$ cat src/sv/pep_pkg.sv
`default_nettype none
package pep_pkg;

  // Sizes
  localparam int PALETTE_ENTRIES = 256;
  localparam int PAL_AW          = $clog2(PALETTE_ENTRIES);
  localparam int MAX_ROW_WIDTH   = 512;
  localparam int ROW_AW          = $clog2(MAX_ROW_WIDTH);
  localparam int ROW_CW          = $clog2(MAX_ROW_WIDTH + 1);
  localparam int MAX_SCALE       = 15;
  localparam int Q_DEPTH         = 4;
  localparam int Q_AW            = $clog2(Q_DEPTH);
  localparam int Q_CW            = $clog2(Q_DEPTH + 1);

  // Item function codes
  localparam logic [1:0] FUNC_LOAD   = 2'd0;
  localparam logic [1:0] FUNC_PIXEL  = 2'd1;
  localparam logic [1:0] FUNC_REPLAY = 2'd2;

  // Register indexes
  localparam logic [2:0] REG_PAL_DIRECT     = 3'd0;
  localparam logic [2:0] REG_R_BITS         = 3'd1;
  localparam logic [2:0] REG_G_BITS         = 3'd2;
  localparam logic [2:0] REG_B_BITS         = 3'd3;
  localparam logic [2:0] REG_CHANNEL_SHIFTS = 3'd4;
  localparam logic [2:0] REG_TRANSP_WORD    = 3'd5;
  localparam logic [2:0] REG_COLOR_COUNT    = 3'd6;
  localparam logic [2:0] REG_SCALE_FACTORS  = 3'd7;

  typedef struct packed {
    logic        pal_direct;
    logic [31:0] r_bits;
    logic [31:0] g_bits;
    logic [31:0] b_bits;
    logic [14:0] channel_shifts;
    logic [31:0] transp_word;
    logic [8:0]  color_count;
    logic [7:0]  scale_factors;
  } cfg_t;

  // One queued pixel run
  typedef struct packed {
    logic [31:0] word;
    logic        transp;
    logic        sep;
  } q_item_t;

  // Copy a byte into all four byte lanes
  function automatic logic [31:0] spread_byte(input logic [7:0] b);
    spread_byte = {b, b, b, b};
  endfunction

endpackage
`default_nettype wire

$ cat src/sv/pep_queue.sv
`default_nettype none
module pep_queue (
  input  wire logic                     clk,
  input  wire logic                     rst_n,
  input  wire logic                     push,
  input  wire pep_pkg::q_item_t         push_item,
  input  wire logic                     pop,
  output logic [pep_pkg::Q_CW-1:0]      count,
  output pep_pkg::q_item_t              head
);
  import pep_pkg::*;

  q_item_t         slot_r [Q_DEPTH];
  logic [Q_AW-1:0] wr_ptr_r, rd_ptr_r;
  logic [Q_CW-1:0] count_r, count_nxt;

  // Occupancy
  always_comb begin
    count_nxt = count_r;
    if (push && !pop) begin
      count_nxt = count_r + Q_CW'(1);
    end else if (pop && !push) begin
      count_nxt = count_r - Q_CW'(1);
    end
  end

  always_ff @(posedge clk) begin
    if (!rst_n) begin
      wr_ptr_r <= '0;
      rd_ptr_r <= '0;
      count_r  <= '0;
    end else begin
      count_r <= count_nxt;
      if (push) begin
        wr_ptr_r <= wr_ptr_r + Q_AW'(1);
      end
      if (pop) begin
        rd_ptr_r <= rd_ptr_r + Q_AW'(1);
      end
    end
  end

  always_ff @(posedge clk) begin
    if (push) begin
      slot_r[wr_ptr_r] <= push_item;
    end
  end

  assign count = count_r;
  assign head  = slot_r[rd_ptr_r];

endmodule
`default_nettype wire

$ cat config.mk
export PLATFORM = sky130hd
export DESIGN_NAME = pep_queue
export DESIGN_NICKNAME = d
export VERILOG_FILES = /design/src/sv/pep_pkg.sv /design/src/sv/pep_queue.sv
export SDC_FILE = /design/constraint.sdc
export NUM_CORES = 1
export LEC_CHECK = 0
export CORE_MARGIN = 3
export CORE_UTILIZATION = 30
export DETAILED_ROUTE_END_ITERATION = 8
export DONT_BUFFER_PORTS = 1
export HOLD_SLACK_MARGIN = 0.06
export PLACE_DENSITY = 0.44
export SETUP_SLACK_MARGIN = 0.2
export SLEW_MARGIN = 5
export SYNTH_ARGS = -nofsm -noshare
export SYNTH_HDL_FRONTEND = slang
export SYNTH_SLANG_ARGS = --single-unit
export TNS_END_PERCENT = 20
$ cat constraint.sdc
create_clock -name clk -period 4.8 [get_ports clk]
set_input_delay 0.96 -clock clk [delete_from_list [all_inputs] [get_ports clk]]
set_output_delay 0.96 -clock clk [all_outputs]
set_load 0.05 [all_outputs]
==> results.yml <==
status:
  run_status: "finished, final reports clean"
global_routing:
  grt_pass1_wl_mm: 14.8
  grt.total_usage_pct: 10.5
  grt_pass1_vias: 2349
  globalRouteOverflowTotal: 0
  grt_max_degree: 35
  antenna_found_initial: 0
placement:
  port_buffers: 0
  gp_congestion: 0.646
  placed_area_mm2: 0.00560
  post-place-cells: 438
  place_hpwl_mm: 5.48
timing:
  rsz0062_at_grt: "false"
  slew_headroom_pct: 29.7
  hold_violations: 0
  skew_ns: 0.00518
  worst_slew_pin_slew_ns: 1.06
  slew_violations: 0
  period_share_pct: 70.0
  tns_ns: 0
  fmax_ghz: 0.298
  setup_viol_count_final: 0
  period_minus_slack_ns: 3.36
layout:
  drive_gt1_share_pct: 24.2
  layout_common_cells: "edfxtp_1 (136), mux4_2 (30), clkbuf_16 (17)"
  fin_util_pct: 35.1
  final_cells: 469
  fin_area_mm2: 0.00611
  final_common_cell: "edfxtp_1"
  synthToLayoutAreaGrowth_pct: 13.4
  nNetsFinal: 276
  diodes: 0
route:
  m1WireLength_mm: 4.05
  wl_per_cell_um: 20.7
  route.met3.wl_um: 629
  route.antenna.remaining_nets: 0
  drcViolationCount: 0
  maxUsedRoutingLayer: "met4"
  first_pass_iters: 4
  drt-total-wl_mm: 9.73
  wl_met2_mm: 4.84
  drt_iter0_drc: 220
  vias_per_cell: 4.59
  num_vias: 2155
power_and_ir_drop:
  p_leak_nw: 1.91
  vdd_drop_max_uv: 201
  p_per_area_mw_per_mm2: 488
setup_path:
  critPathLaunchType: "flop"
  worst-path-max-fanout: 17
  worst_setup_path_end_kind: "output pin"
  arrival_ns: 2.40
  crit_type: "flop to output pin"
  required_ns: 3.84
yosys:
  syn_inst: 219
  synth_fp_nets: 263
  syn_area_mm2: 0.00539
  ys_ff_latch: 145
  syn_area_per_cell_um2: 24.6
  synth_seq_area_share_pct: 79.1
  ys_types: 20
  yosysWarnings: 0
clocking:
  clockBufferDepth: 2
  cts_tree: "built"
  cts_sinks: 145
  hold_buffers: 0
  cts.htree.levels: 4
  cts_buffers: 17
  clk_root_buffer_cell: "clkbuf_16"
  clk_latency_ns: 0.40
  postCtsSetupBuffers: 0
  clk_pin_slew_ns: 0.06
  postCtsResizedCells: 0
flow_run:
  maxCapViolCount: 0
die:
  ioPinCount: 75
  rows: 48
  coreArea_mm2: 0.0174
  die_x_um: 140
  initial_core_util_pct: 30.9
  die_area_mm2: 0.0196
  die-height_um: 140
hold_path:
  worstHoldPathType: "flop to flop"
## state kept, by name (all words and copies together) (netlist names), named ones only
| signal | flops |
|---|---|
| rd_ptr_r | 2 |
| wr_ptr_r | 2 |
| count | 3 |
| slot_r | 136 |
## layout make-up
class                           instances  area [um^2]
Fill cell                            1627        11300
Sequential cell                       145         4270
Multi-Input combinational cell         62         1020
Clock buffer                           21          440
Tap cell                              225          282
Clock inverter                         10         70.1
Timing Repair Buffer                    2         15.0
Inverter                                4         15.0
## cells in the mapped netlist
cell type	number	share of area, %
or3_1	1	0.12
ha_1	5	1.2
buf_6	1	0.21
dfxtp_1	9	3.3
mux2i_1	2	0.37
edfxtp_1	136	76
o21ai_0	1	0.093
nor2b_1	2	0.23
buf_2	3	0.28
buf_12	3	1.1
a21boi_0	1	0.14
inv_1	4	0.28
mux4_1	4	2.0
fa_1	1	0.37
xnor2_1	2	0.33
and2_1	9	1.0
xor2_1	3	0.49
nand2_1	1	0.070
mux4_2	30	13
clkbuf_1	1	0.070
## worst max-delay path, stage by stage (launching register included)
cell and delay [ns]:
dfxtp_2 0.77, buf_4 0.36, mux4_1 0.85
## cells by family after synthesis
kind of cell               Yosys count  share of synthesized area [%]
AOI/OAI and AO/OA                    2                          0.232
xor gates and xnor gates             5                          0.813
adders and majority gates            6                           1.53
buffers and inverters               12                           1.95
DFF                                145                           79.1
muxes                               36                           14.9
and+or+nand+nor                     13                           1.46
## report_power, final
group | switching, mW | internal [mW]
registers | 0.0528 | 1.45
clock network | 0.459 | 0.696
logic | 0.235 | 0.0856
total | 0.746 | 2.23
## metrics by stage
step | hold slack (ns) | power [mW] | setup WS, ns
floorplan | 0.528 | 1.82 | 2.56
global placement | 0.552 | 1.86 | 1.81
detailed placement | 0.574 | 1.86 | 1.78
CTS | 0.582 | 3.02 | 1.33
global route | 0.618 | 3.10 | 1.27
finish | 0.573 | 2.98 | 1.44
## routing by layer
| metal | up-vias | global-route usage, % |
|---|---|---|
| li1 | 939 | - |
| met1 | 1151 | 12.5 |
| met2 | 50 | 16.2 |
| met3 | 15 | 4.34 |
| met4 | 0 | 5.51 |
| met5 | - | 0 |
## path summary, 6_finish.rpt
kind | from | endpoint | slack, ns | cells after the start
max | flop | head[24] | 1.44 | 2
min | wr_ptr_r[1]$_SDFFE_PN0P_ | wr_ptr_r[1]$_SDFFE_PN0P_ | 0.57 | 2
max reg2reg | wr_ptr_r[0]$_SDFFE_PN0P_ | slot_r[1][19]$_DFFE_PP_ | 3.00 | 2
min reg2reg | wr_ptr_r[1]$_SDFFE_PN0P_ | wr_ptr_r[1]$_SDFFE_PN0P_ | 0.57 | 2
Power figures use the tool's default switching activity.
