## src/sv/pep_pkg.sv

```systemverilog
`default_nettype none
package pep_pkg;

  // Sizes
  localparam int PALETTE_ENTRIES = 256;
  localparam int PAL_AW          = $clog2(PALETTE_ENTRIES);
  localparam int MAX_ROW_WIDTH   = 512;
  localparam int ROW_AW          = $clog2(MAX_ROW_WIDTH);
  localparam int ROW_CW          = $clog2(MAX_ROW_WIDTH + 1);
  localparam int MAX_SCALE       = 15;
  localparam int Q_DEPTH         = 4;
  localparam int Q_AW            = $clog2(Q_DEPTH);
  localparam int Q_CW            = $clog2(Q_DEPTH + 1);

  // Item function codes
  localparam logic [1:0] FUNC_LOAD   = 2'd0;
  localparam logic [1:0] FUNC_PIXEL  = 2'd1;
  localparam logic [1:0] FUNC_REPLAY = 2'd2;

  // Register indexes
  localparam logic [2:0] REG_PAL_DIRECT     = 3'd0;
  localparam logic [2:0] REG_R_BITS         = 3'd1;
  localparam logic [2:0] REG_G_BITS         = 3'd2;
  localparam logic [2:0] REG_B_BITS         = 3'd3;
  localparam logic [2:0] REG_CHANNEL_SHIFTS = 3'd4;
  localparam logic [2:0] REG_TRANSP_WORD    = 3'd5;
  localparam logic [2:0] REG_COLOR_COUNT    = 3'd6;
  localparam logic [2:0] REG_SCALE_FACTORS  = 3'd7;

  typedef struct packed {
    logic        pal_direct;
    logic [31:0] r_bits;
    logic [31:0] g_bits;
    logic [31:0] b_bits;
    logic [14:0] channel_shifts;
    logic [31:0] transp_word;
    logic [8:0]  color_count;
    logic [7:0]  scale_factors;
  } cfg_t;

  // One queued pixel run
  typedef struct packed {
    logic [31:0] word;
    logic        transp;
    logic        sep;
  } q_item_t;

  // Copy a byte into all four byte lanes
  function automatic logic [31:0] spread_byte(input logic [7:0] b);
    spread_byte = {b, b, b, b};
  endfunction

endpackage
`default_nettype wire

```

## src/sv/pep_back.sv

```systemverilog
`default_nettype none
module pep_back (
  input  wire logic             clk,
  input  wire logic             rst_n,
  input  wire logic [7:0]       scale_factors,
  input  wire logic             q_valid,
  input  wire pep_pkg::q_item_t q_head,
  output logic                  q_pop,
  output logic                  out_valid,
  input  wire logic             out_ready,
  output logic [31:0]           out_color_word,
  output logic [7:0]            out_alpha_byte,
  output logic                  out_alpha_valid,
  output logic                  out_last
);
  import pep_pkg::*;

  logic [3:0]  hfac;
  logic        take;
  logic        need;
  logic        valid_r, valid_nxt;
  logic [3:0]  k_r, k_nxt;
  logic        last_r, last_nxt;
  logic [31:0] word_r;
  logic        transp_r;
  logic        sep_r;

  // Horizontal factor, zero taken as one
  always_comb begin
    hfac = scale_factors[3:0];
    if (hfac == 4'd0) begin
      hfac = 4'd1;
    end else if (hfac > 4'(MAX_SCALE)) begin
      hfac = 4'(MAX_SCALE);
    end
  end

  // Advance one copy per taken item, fetch next run after the last copy
  assign take  = valid_r && out_ready;
  assign need  = !valid_r || (take && last_r);
  assign q_pop = need && q_valid;

  always_comb begin
    valid_nxt = valid_r;
    k_nxt     = k_r;
    last_nxt  = last_r;
    if (q_pop) begin
      valid_nxt = 1'b1;
      k_nxt     = 4'd1;
      last_nxt  = hfac == 4'd1;
    end else if (take) begin
      if (last_r) begin
        valid_nxt = 1'b0;
      end else begin
        k_nxt    = k_r + 4'd1;
        last_nxt = (k_r + 4'd1) == hfac;
      end
    end
  end

  always_ff @(posedge clk) begin
    if (!rst_n) begin
      valid_r <= 1'b0;
    end else begin
      valid_r <= valid_nxt;
    end
  end

  always_ff @(posedge clk) begin
    k_r    <= k_nxt;
    last_r <= last_nxt;
    if (q_pop) begin
      word_r   <= q_head.word;
      transp_r <= q_head.transp;
      sep_r    <= q_head.sep;
    end
  end

  assign out_valid       = valid_r;
  assign out_color_word  = word_r;
  assign out_alpha_byte  = (sep_r && transp_r) ? 8'hff : 8'h00;
  assign out_alpha_valid = sep_r;
  assign out_last        = last_r;

endmodule
`default_nettype wire

```

## config.mk

```make
export PLATFORM = sky130hd
export DESIGN_NAME = pep_back
export DESIGN_NICKNAME = d
export VERILOG_FILES = /design/src/sv/pep_pkg.sv /design/src/sv/pep_back.sv
export SDC_FILE = /design/constraint.sdc
export NUM_CORES = 1
export LEC_CHECK = 0
export BUFFER_PORTS_ARGS = -buffer_cell sky130_fd_sc_hd__clkbuf_2
export CORE_UTILIZATION = 42
export DETAILED_ROUTE_END_ITERATION = 12
export GPL_TIMING_DRIVEN = 0
export PLACE_DENSITY = 0.79
export SYNTH_ARGS = -nofsm -noshare
export SYNTH_HDL_FRONTEND = slang
export SYNTH_SLANG_ARGS = --single-unit
export TNS_END_PERCENT = 5
```

## constraint.sdc

```tcl
create_clock -name clk -period 2.7 [get_ports clk]
set_clock_uncertainty 0.15 [all_clocks]
set_input_delay 0.135 -clock clk [delete_from_list [all_inputs] [get_ports clk]]
set_output_delay 0.135 -clock clk [all_outputs]
set_load 0.01 [all_outputs]
```

==> results.md, run 1 <==
- Combinational family with the most area after synthesis: simple AND/OR/NAND/NOR gates
- Total nets after synthesis: around 130
- Hold crit path type: input pin to register
- Post-DR wirelength/cell: about 15 um
- Initial DRT Pass Iterations: 4
- Post-placement setup slack: ~0.55 ns
- Count of antenna diodes in the layout: 0
- Max Clock Freq: ~440 MHz
- Global-route wire length before repair: about 5300 um
- Antenna violations before repair: 0
- Via count of the first global-routing pass: 1124
- Outcome: completed
- Reg-to-reg slack, setup: ~0.53 ns
- Largest net degree at the start of global routing: 39
- Summed area of non-filler cells in the final layout: 0.00239 mm^2
- Syn_area_per_cell: between 15 and 20 um^2
- Transition time at the pin with the least slew margin: around 1 ns
- Post-detailed-route via-to-cell ratio: between 4 and 5
- Portion of the post-synthesis area used by sequential elements: 79.2%
- CP Launch Point: out_last$_DFFE_PP_
- Tot GR Track Use: between 20% and 30%
- # port buffers: 85
- Post-Synthesis Cell Area: 0.00145 mm^2
- Compound-Gate Fraction of Synth Area: 4.56%
- Fin crit share: a little over four fifths
- Max-slew violation count: 0
- Clock sink count: 40
- Placeable core region: between 0.003 and 0.004 mm^2
- Cells after synthesis: 84
- Post-CTS Resized: 0
- Die outline height: between 60 and 70 um
- Layout fillers: 200
- Cell area after placement: slightly below 0.002 mm^2
- Worst path setup slack after routing: approximately 0.41 ns
- Count of cells along the worst hold path: 3
- Worst ir drop on vdd: ~0.00048 V
- Number of buffers added by the clock tree synthesis step: 5
- Data arrival at the endpoint of the critical path: roughly 2 ns
- Period minus WS final: ~2.3 ns
- Growth of design area from synthesis to finish: 64.4%
- Initial cell density of the core: around 46%
- Number of primary I/O pins: 90
- Setup crit end kind: output port
- Setup TNS after final layout: 0 ns
- Number of setup violations in the final report: 0
- Commonest non-fill, non-tap cells in the layout: clkbuf_2, dlygate4sd3_1, edfxtp_1
- Maximum count of clock buffers along a single path: 2
- CTS tree: yes
- Number of synthesized register bits: 40
- Floorplan die area: around 0.0037 mm^2
- Insertion delay of the later-clocked pin in the worst-skew pair: about 0.34 ns
- DRT iter0 DRCs: 27
- Power after layout: between 1 and 1.5 mW
- Startpoint of the worst hold path: out_ready
- RSZ-0062 raised after global routing: no
- DR vias: around 1200
- Worst Reg2Reg Path Length in Cells: 4
- Most common cell after layout, fill and taps aside: clkbuf_2
- Global-route congestion overflow total: 0
- Synth Area in Adders: less than 1%
- Synth warnings: 0
- Buffer count from post-CTS setup fixing: 0
- Worst reg2reg startpoint: out_last$_DFFE_PP_
- Global placement routability congestion: roughly 0.63
- Total Wirelength: between 3000 and 4000 um
- Layout net count: 260
- Area share of and/or/nand/nor cells after synthesis: just under 6%
- Root Driver: clkbuf_4
- Worst Path Class, Setup: register to output port
- Required arrival time at the worst endpoint: around 2.4 ns
- Drt drc: 0
- Standard-cell row count: 20
- Die Width: 60.8 um
- Pwr/cell area: around 560 mW/mm^2
- Startpoint kind of the worst setup timing path: register
- Area share of xor/xnor cells in the synthesized design: 4.22%
- Mux contribution to synthesized area: 1.46%
- Max-cap violations: 0
- Distinct cells, synth: 24
- Clock slew at the register clock pins of the worst setup and hold paths: roughly 0.12 ns
- Worst slew slack as a fraction of its limit: 32.4%
- H-tree level count: 2
- HPWL reported at the end of detailed placement: roughly 2100 um
- Layout cell share with drive strength beyond 1: 48.1%
- Leakage: between 1 and 1.5 nW
- Count of hold-fix buffers inserted at cts: 37
- Number of nets with antenna violations after routing: 0
- Largest fanout on the critical path: 38
- Fin. Hold Viols: 0
per-stage QoR:
| step | cells | hold WS, ns | utilization [%] |
|---|---|---|---|
| after floorplan | 84 | 0.0839 | - |
| after global placement | 213 | 0.162 | 60.9 |
| after detailed placement | 213 | 0.164 | 61.0 |
| after CTS | 258 | 0.0250 | 75.2 |
| after global routing | 258 | 0.0233 | 75.2 |
| final | 258 | 0.0335 | 75.2 |
path summary, 6_finish.rpt:
kind / end
max: q_pop
max reg2reg: out_last$_DFFE_PP_
min reg2reg: k_r[0]$_SDFFE_PP1P_
min: k_r[0]$_SDFFE_PP1P_
Yosys cell counts, drive strengths merged:
cell type	instances	area [um^2]
edfxtp	35	1050
buf	7	52.6
dfxtp	5	100
o21ai	5	25.0
nand2	4	15.0
xor2	4	35.0
nor2	3	11.3
nor2b	3	21.3
xnor2	3	26.3
a22o	2	17.5
nor3	2	10.0
a21boi	1	11.3
a21oi	1	5.00
and2	1	6.26
and3	1	6.26
ha	1	12.5
inv	1	3.75
mux2	1	11.3
mux2i	1	10.0
nand3	1	5.00
o21a	1	7.51
or4b	1	10.0
kinds of logic after synthesis:
family                   after synthesis
adder cells (fa/ha/maj)                1
AO/OA/AOI/OAI                         10
XOR/XNOR                               7
flip-flops                            40
AND/OR/NAND/NOR                       16
buffers and inverters                  8
multiplexers                           2
worst max-delay path, stage by stage, from the launching register on:
cell and delay, ns:
edfxtp_1 0.48, a21boi_2 0.11, nor2b_4 0.79, clkbuf_2 0.28
power by group:
part / switching (mW) / internal, mW
sequential: 0.0226 / 0.722
combinational: 0.100 / 0.115
clock: 0.187 / 0.193
total: 0.310 / 1.03
sequential cells by signal, summed over array words and instances (netlist names):
name,cells
k_r,4
out_alpha_valid,1
out_color_word,32
out_last,1
out_valid,1
transp_r,1
layout make-up:
| class | count | area (um^2) | area share (%) |
|---|---|---|---|
| plain buffers | 7 | 52.6 | 2.20 |
| clock buffers | 5 | 37.5 | 1.57 |
| clock inverters | 3 | 42.5 | 1.78 |
| inverters | 1 | 3.75 | 0.157 |
| multi-input cells | 36 | 251 | 10.5 |
| flip-flops and latches | 40 | 1150 | 48.2 |
| well taps | 44 | 55.1 | 2.30 |
| repair buffers | 122 | 796 | 33.3 |
metal layers:
layer,vias to the layer above,part of all wire (%),GRT usage (%)
met5,-,0,0
met4,0,0.67,5.52
met3,5,8.3,6.82
met2,65,53,39.6
met1,545,39,22.4
li1,558,-,-
Power figures use the tool's default switching activity.
==> inputs of run 2 (changes only) <==
ABC_AREA = 1   (was not set)
CORE_UTILIZATION = 38   (was 42)
PLACE_DENSITY = 0.75   (was 0.79)
clock period = 2 ns   (was 2.7 ns; I/O delays follow)
==> run 2 against run 1 <==
Net effect:
- sequential cell count unchanged
- combinational power increased by 32%
- die area grew 12%
- highest routed layer is now met3
- clock power is 68% higher
- critical path depth fell by 1
- utilization down 8.9 points
==> results.md, run 2 <==
- Tot GR Track Use: 16.2% (-4.7 points)
- Initial cell density of the core: 40.0% (-5.7 points)
- Number of primary I/O pins: 90 (unchanged)
- Synth async-reset ratio: 0% (unchanged)
- Cell area after placement: 0.00197 mm^2 (+1.4%)
- Placed cells: 236 (+11%)
- Growth of design area from synthesis to finish: 65.6%
- Startpoint kind of the worst setup timing path: register
- Period minus WS final: 1.85 ns
- Antenna violations before repair: 0 (unchanged)
- Number of synthesized register bits: 40 (unchanged)
- Max-cap violations: 0 (unchanged)
- DRT iter0 DRCs: 64 (+140%)
- Root Driver: clkbuf_8
- CTS tree: yes
- Summed area of non-filler cells in the final layout: 0.00244 mm^2 (+2.3%)
- Top_reg_cell synth: edfxtp_1
- Clock slew at the register clock pins of the worst setup and hold paths: 0.07 ns (-0.05 ns)
- Post-CTS Resized: 0 (unchanged)
- Leakage: 1.12 nW (+6.0%)
- Required arrival time at the worst endpoint: 1.76 ns (-0.65 ns)
- Layout cell share with drive strength beyond 1: 45.1% (-3.1 points)
- Synth warnings: 0 (unchanged)
- Total Wirelength: 3190 um (-15%)
- Buffer count from post-CTS setup fixing: 0 (unchanged)
- Number of setup violations in the final report: 0 (unchanged)
- Floorplan die area: 0.00414 mm^2 (+12%)
- Clock sink count: 40 (unchanged)
- Yosys top cell by area: edfxtp_1
- DR vias: 1210 (+3.2%)
- Total nets after synthesis: 150 (+15%)
- H-tree level count: 2 (unchanged)
- Worst slew slack as a fraction of its limit: 36.6% (+4.2 points)
- Global placement routability congestion: 0.770 (+23%)
- Post-synth EDFFs: 35 (unchanged)
- Portion of the post-synthesis area used by sequential elements: 78.0% (-1.2 points)
- Pwr/cell area: 786 mW/mm^2 (+40%)
- Synth top cells by count: edfxtp_1, nand2_1, inv_1
- Standard-cell row count: 22 (+10%)
- Cells after synthesis: 103 (+23%)
- Global-route congestion overflow total: 0 (unchanged)
- Layout net count: 279 (+7.3%)
- Post-DR wirelength/cell: 11.4 um (-22%)
- Die Width: 64.3 um (+5.7%)
- Die outline height: 64.3 um (+5.7%)
- Number of buffers added by the clock tree synthesis step: 5 (unchanged)
- Commonest non-fill, non-tap cells in the layout: clkbuf_2, dlygate4sd3_1, edfxtp_1
- Hold crit path type: input pin to register
- Max-slew violation count: 0 (unchanged)
- Distinct cells, synth: 19 (-21%)
- # port buffers: 85 (unchanged)
- Max Clock Freq: 541 MHz
- Fin crit share: roughly 90%
- Top post-synthesis cells by area: edfxtp_1, dfxtp_1, nand2_1
- Worst ir drop on vdd: 0.000381 V (-20%)
- Post-detailed-route via-to-cell ratio: 4.31 (-5.3%)
- Insertion delay of the later-clocked pin in the worst-skew pair: 0.29 ns (-0.05 ns)
- Largest net degree at the start of global routing: 20 (-49%)
- Syn_area_per_cell: 14.3 um^2 (-17%)
- HPWL reported at the end of detailed placement: 1970 um (-7.9%)
- Data arrival at the endpoint of the critical path: 1.61 ns (-0.40 ns)
- Worst Path Class, Setup: register to register
- RSZ-0062 raised after global routing: no
- Largest register FFs: 32 (unchanged)
- Number of nets with antenna violations after routing: 0 (unchanged)
- Initial DRT Pass Iterations: 4 (unchanged)
- Setup TNS after final layout: 0 ns (unchanged)
- Drt drc: 0 (unchanged)
- Placeable core region: 0.00369 mm^2 (+16%)
- Most common cell after layout, fill and taps aside: clkbuf_2
- Maximum count of clock buffers along a single path: 2 (unchanged)
- Setup crit end kind: register
- Global-route wire length before repair: 4920 um (-7.5%)
- Fin. Hold Viols: 0 (unchanged)
- Post-Synthesis Cell Area: 0.00148 mm^2 (+1.5%)
- Transition time at the pin with the least slew margin: 0.950 ns (-0.0619 ns)
- Count of antenna diodes in the layout: 0 (unchanged)
- Largest fanout on the critical path: 19 (-50%)
- Utilization after layout: 66.3% (-8.9 points)
- Post-Layout Cell Count: 281 (+8.9%)
- Via count of the first global-routing pass: 1094 (-2.7%)
- Outcome: completed
- Yosys top cell area share: 71.2% (-1.1 points)
- Leading cell type by number of instances after synthesis: edfxtp_1
==> run 2: critical path, cell delays in order (launching register included) <==
cell      delay (ns)
edfxtp_1        0.44
a21boi_2        0.13
nor2_2          0.76
==> run 2: worst paths after layout <==
kind / from / end / slack [ns] / cells after the start
setup / recovery: out_last$_DFFE_PP_ / out_color_word[16]$_DFFE_PP_ / 0.15 / 2
hold reg to reg: k_r[1]$_SDFFE_PP0P_ / k_r[1]$_SDFFE_PP0P_ / 0.38 / 2
hold / removal: out_ready / out_last$_DFFE_PP_ / 0.04 / 3
setup reg to reg: out_last$_DFFE_PP_ / out_color_word[16]$_DFFE_PP_ / 0.15 / 2
==> run 2: power by group <==
part           switching (mW)  internal [mW]
clock                   0.269          0.369
sequential             0.0264          0.974
combinational           0.135          0.148
==> run 2: stage by stage <==
stage | power [mW] | hold slack (ns) | worst slack [ns]
final | 1.92 | 0.0403 | 0.152
after global routing | 2.02 | 0.0374 | 0.0180
after CTS | 1.94 | 0.0165 | 0.149
after detailed placement | 1.24 | 0.129 | -0.108
after global placement | 1.24 | 0.127 | -0.138
after floorplan | 1.13 | 0.0489 | 0.114
==> run 2: layout make-up <==
type	instances	area, um^2
well taps	48	60.1
fillers	294	1240
clock buffers	5	68.8
inverters	11	41.3
clock inverters	3	42.5
repair buffers	121	786
multi-input cells	46	243
plain buffers	7	52.6
flip-flops and latches	40	1150
==> run 2: kinds of logic after synthesis <==
| kind of cell | after synthesis | share of synthesized area [%] |
|---|---|---|
| and+or+nand+nor | 34 | 10.2 |
| DFF | 40 | 78.0 |
| xor gates and xnor gates | 1 | 0.593 |
| AOI/OAI and AO/OA | 9 | 4.07 |
| adders and majority gates | 1 | 0.847 |
| buffers and inverters | 18 | 6.36 |
==> run 2: routing by layer <==
metal | up-vias | global-route usage, % | routed length, um | share of wire (%)
met2 | 53 | 27.8 | 1690 | 53
met4 | 0 | 5.00 | 0 | 0
li1 | 611 | - | - | -
met5 | - | 0 | 0 | 0
met1 | 546 | 19.0 | 1310 | 41
met3 | 0 | 5.71 | 192 | 6.0
==> run 2: repair_timing <==
action / in CTS / in global routing
setup endpoints to repair: 3 / 0
hold endpoints to repair: 35 / 0
hold buffers: 36 / 0
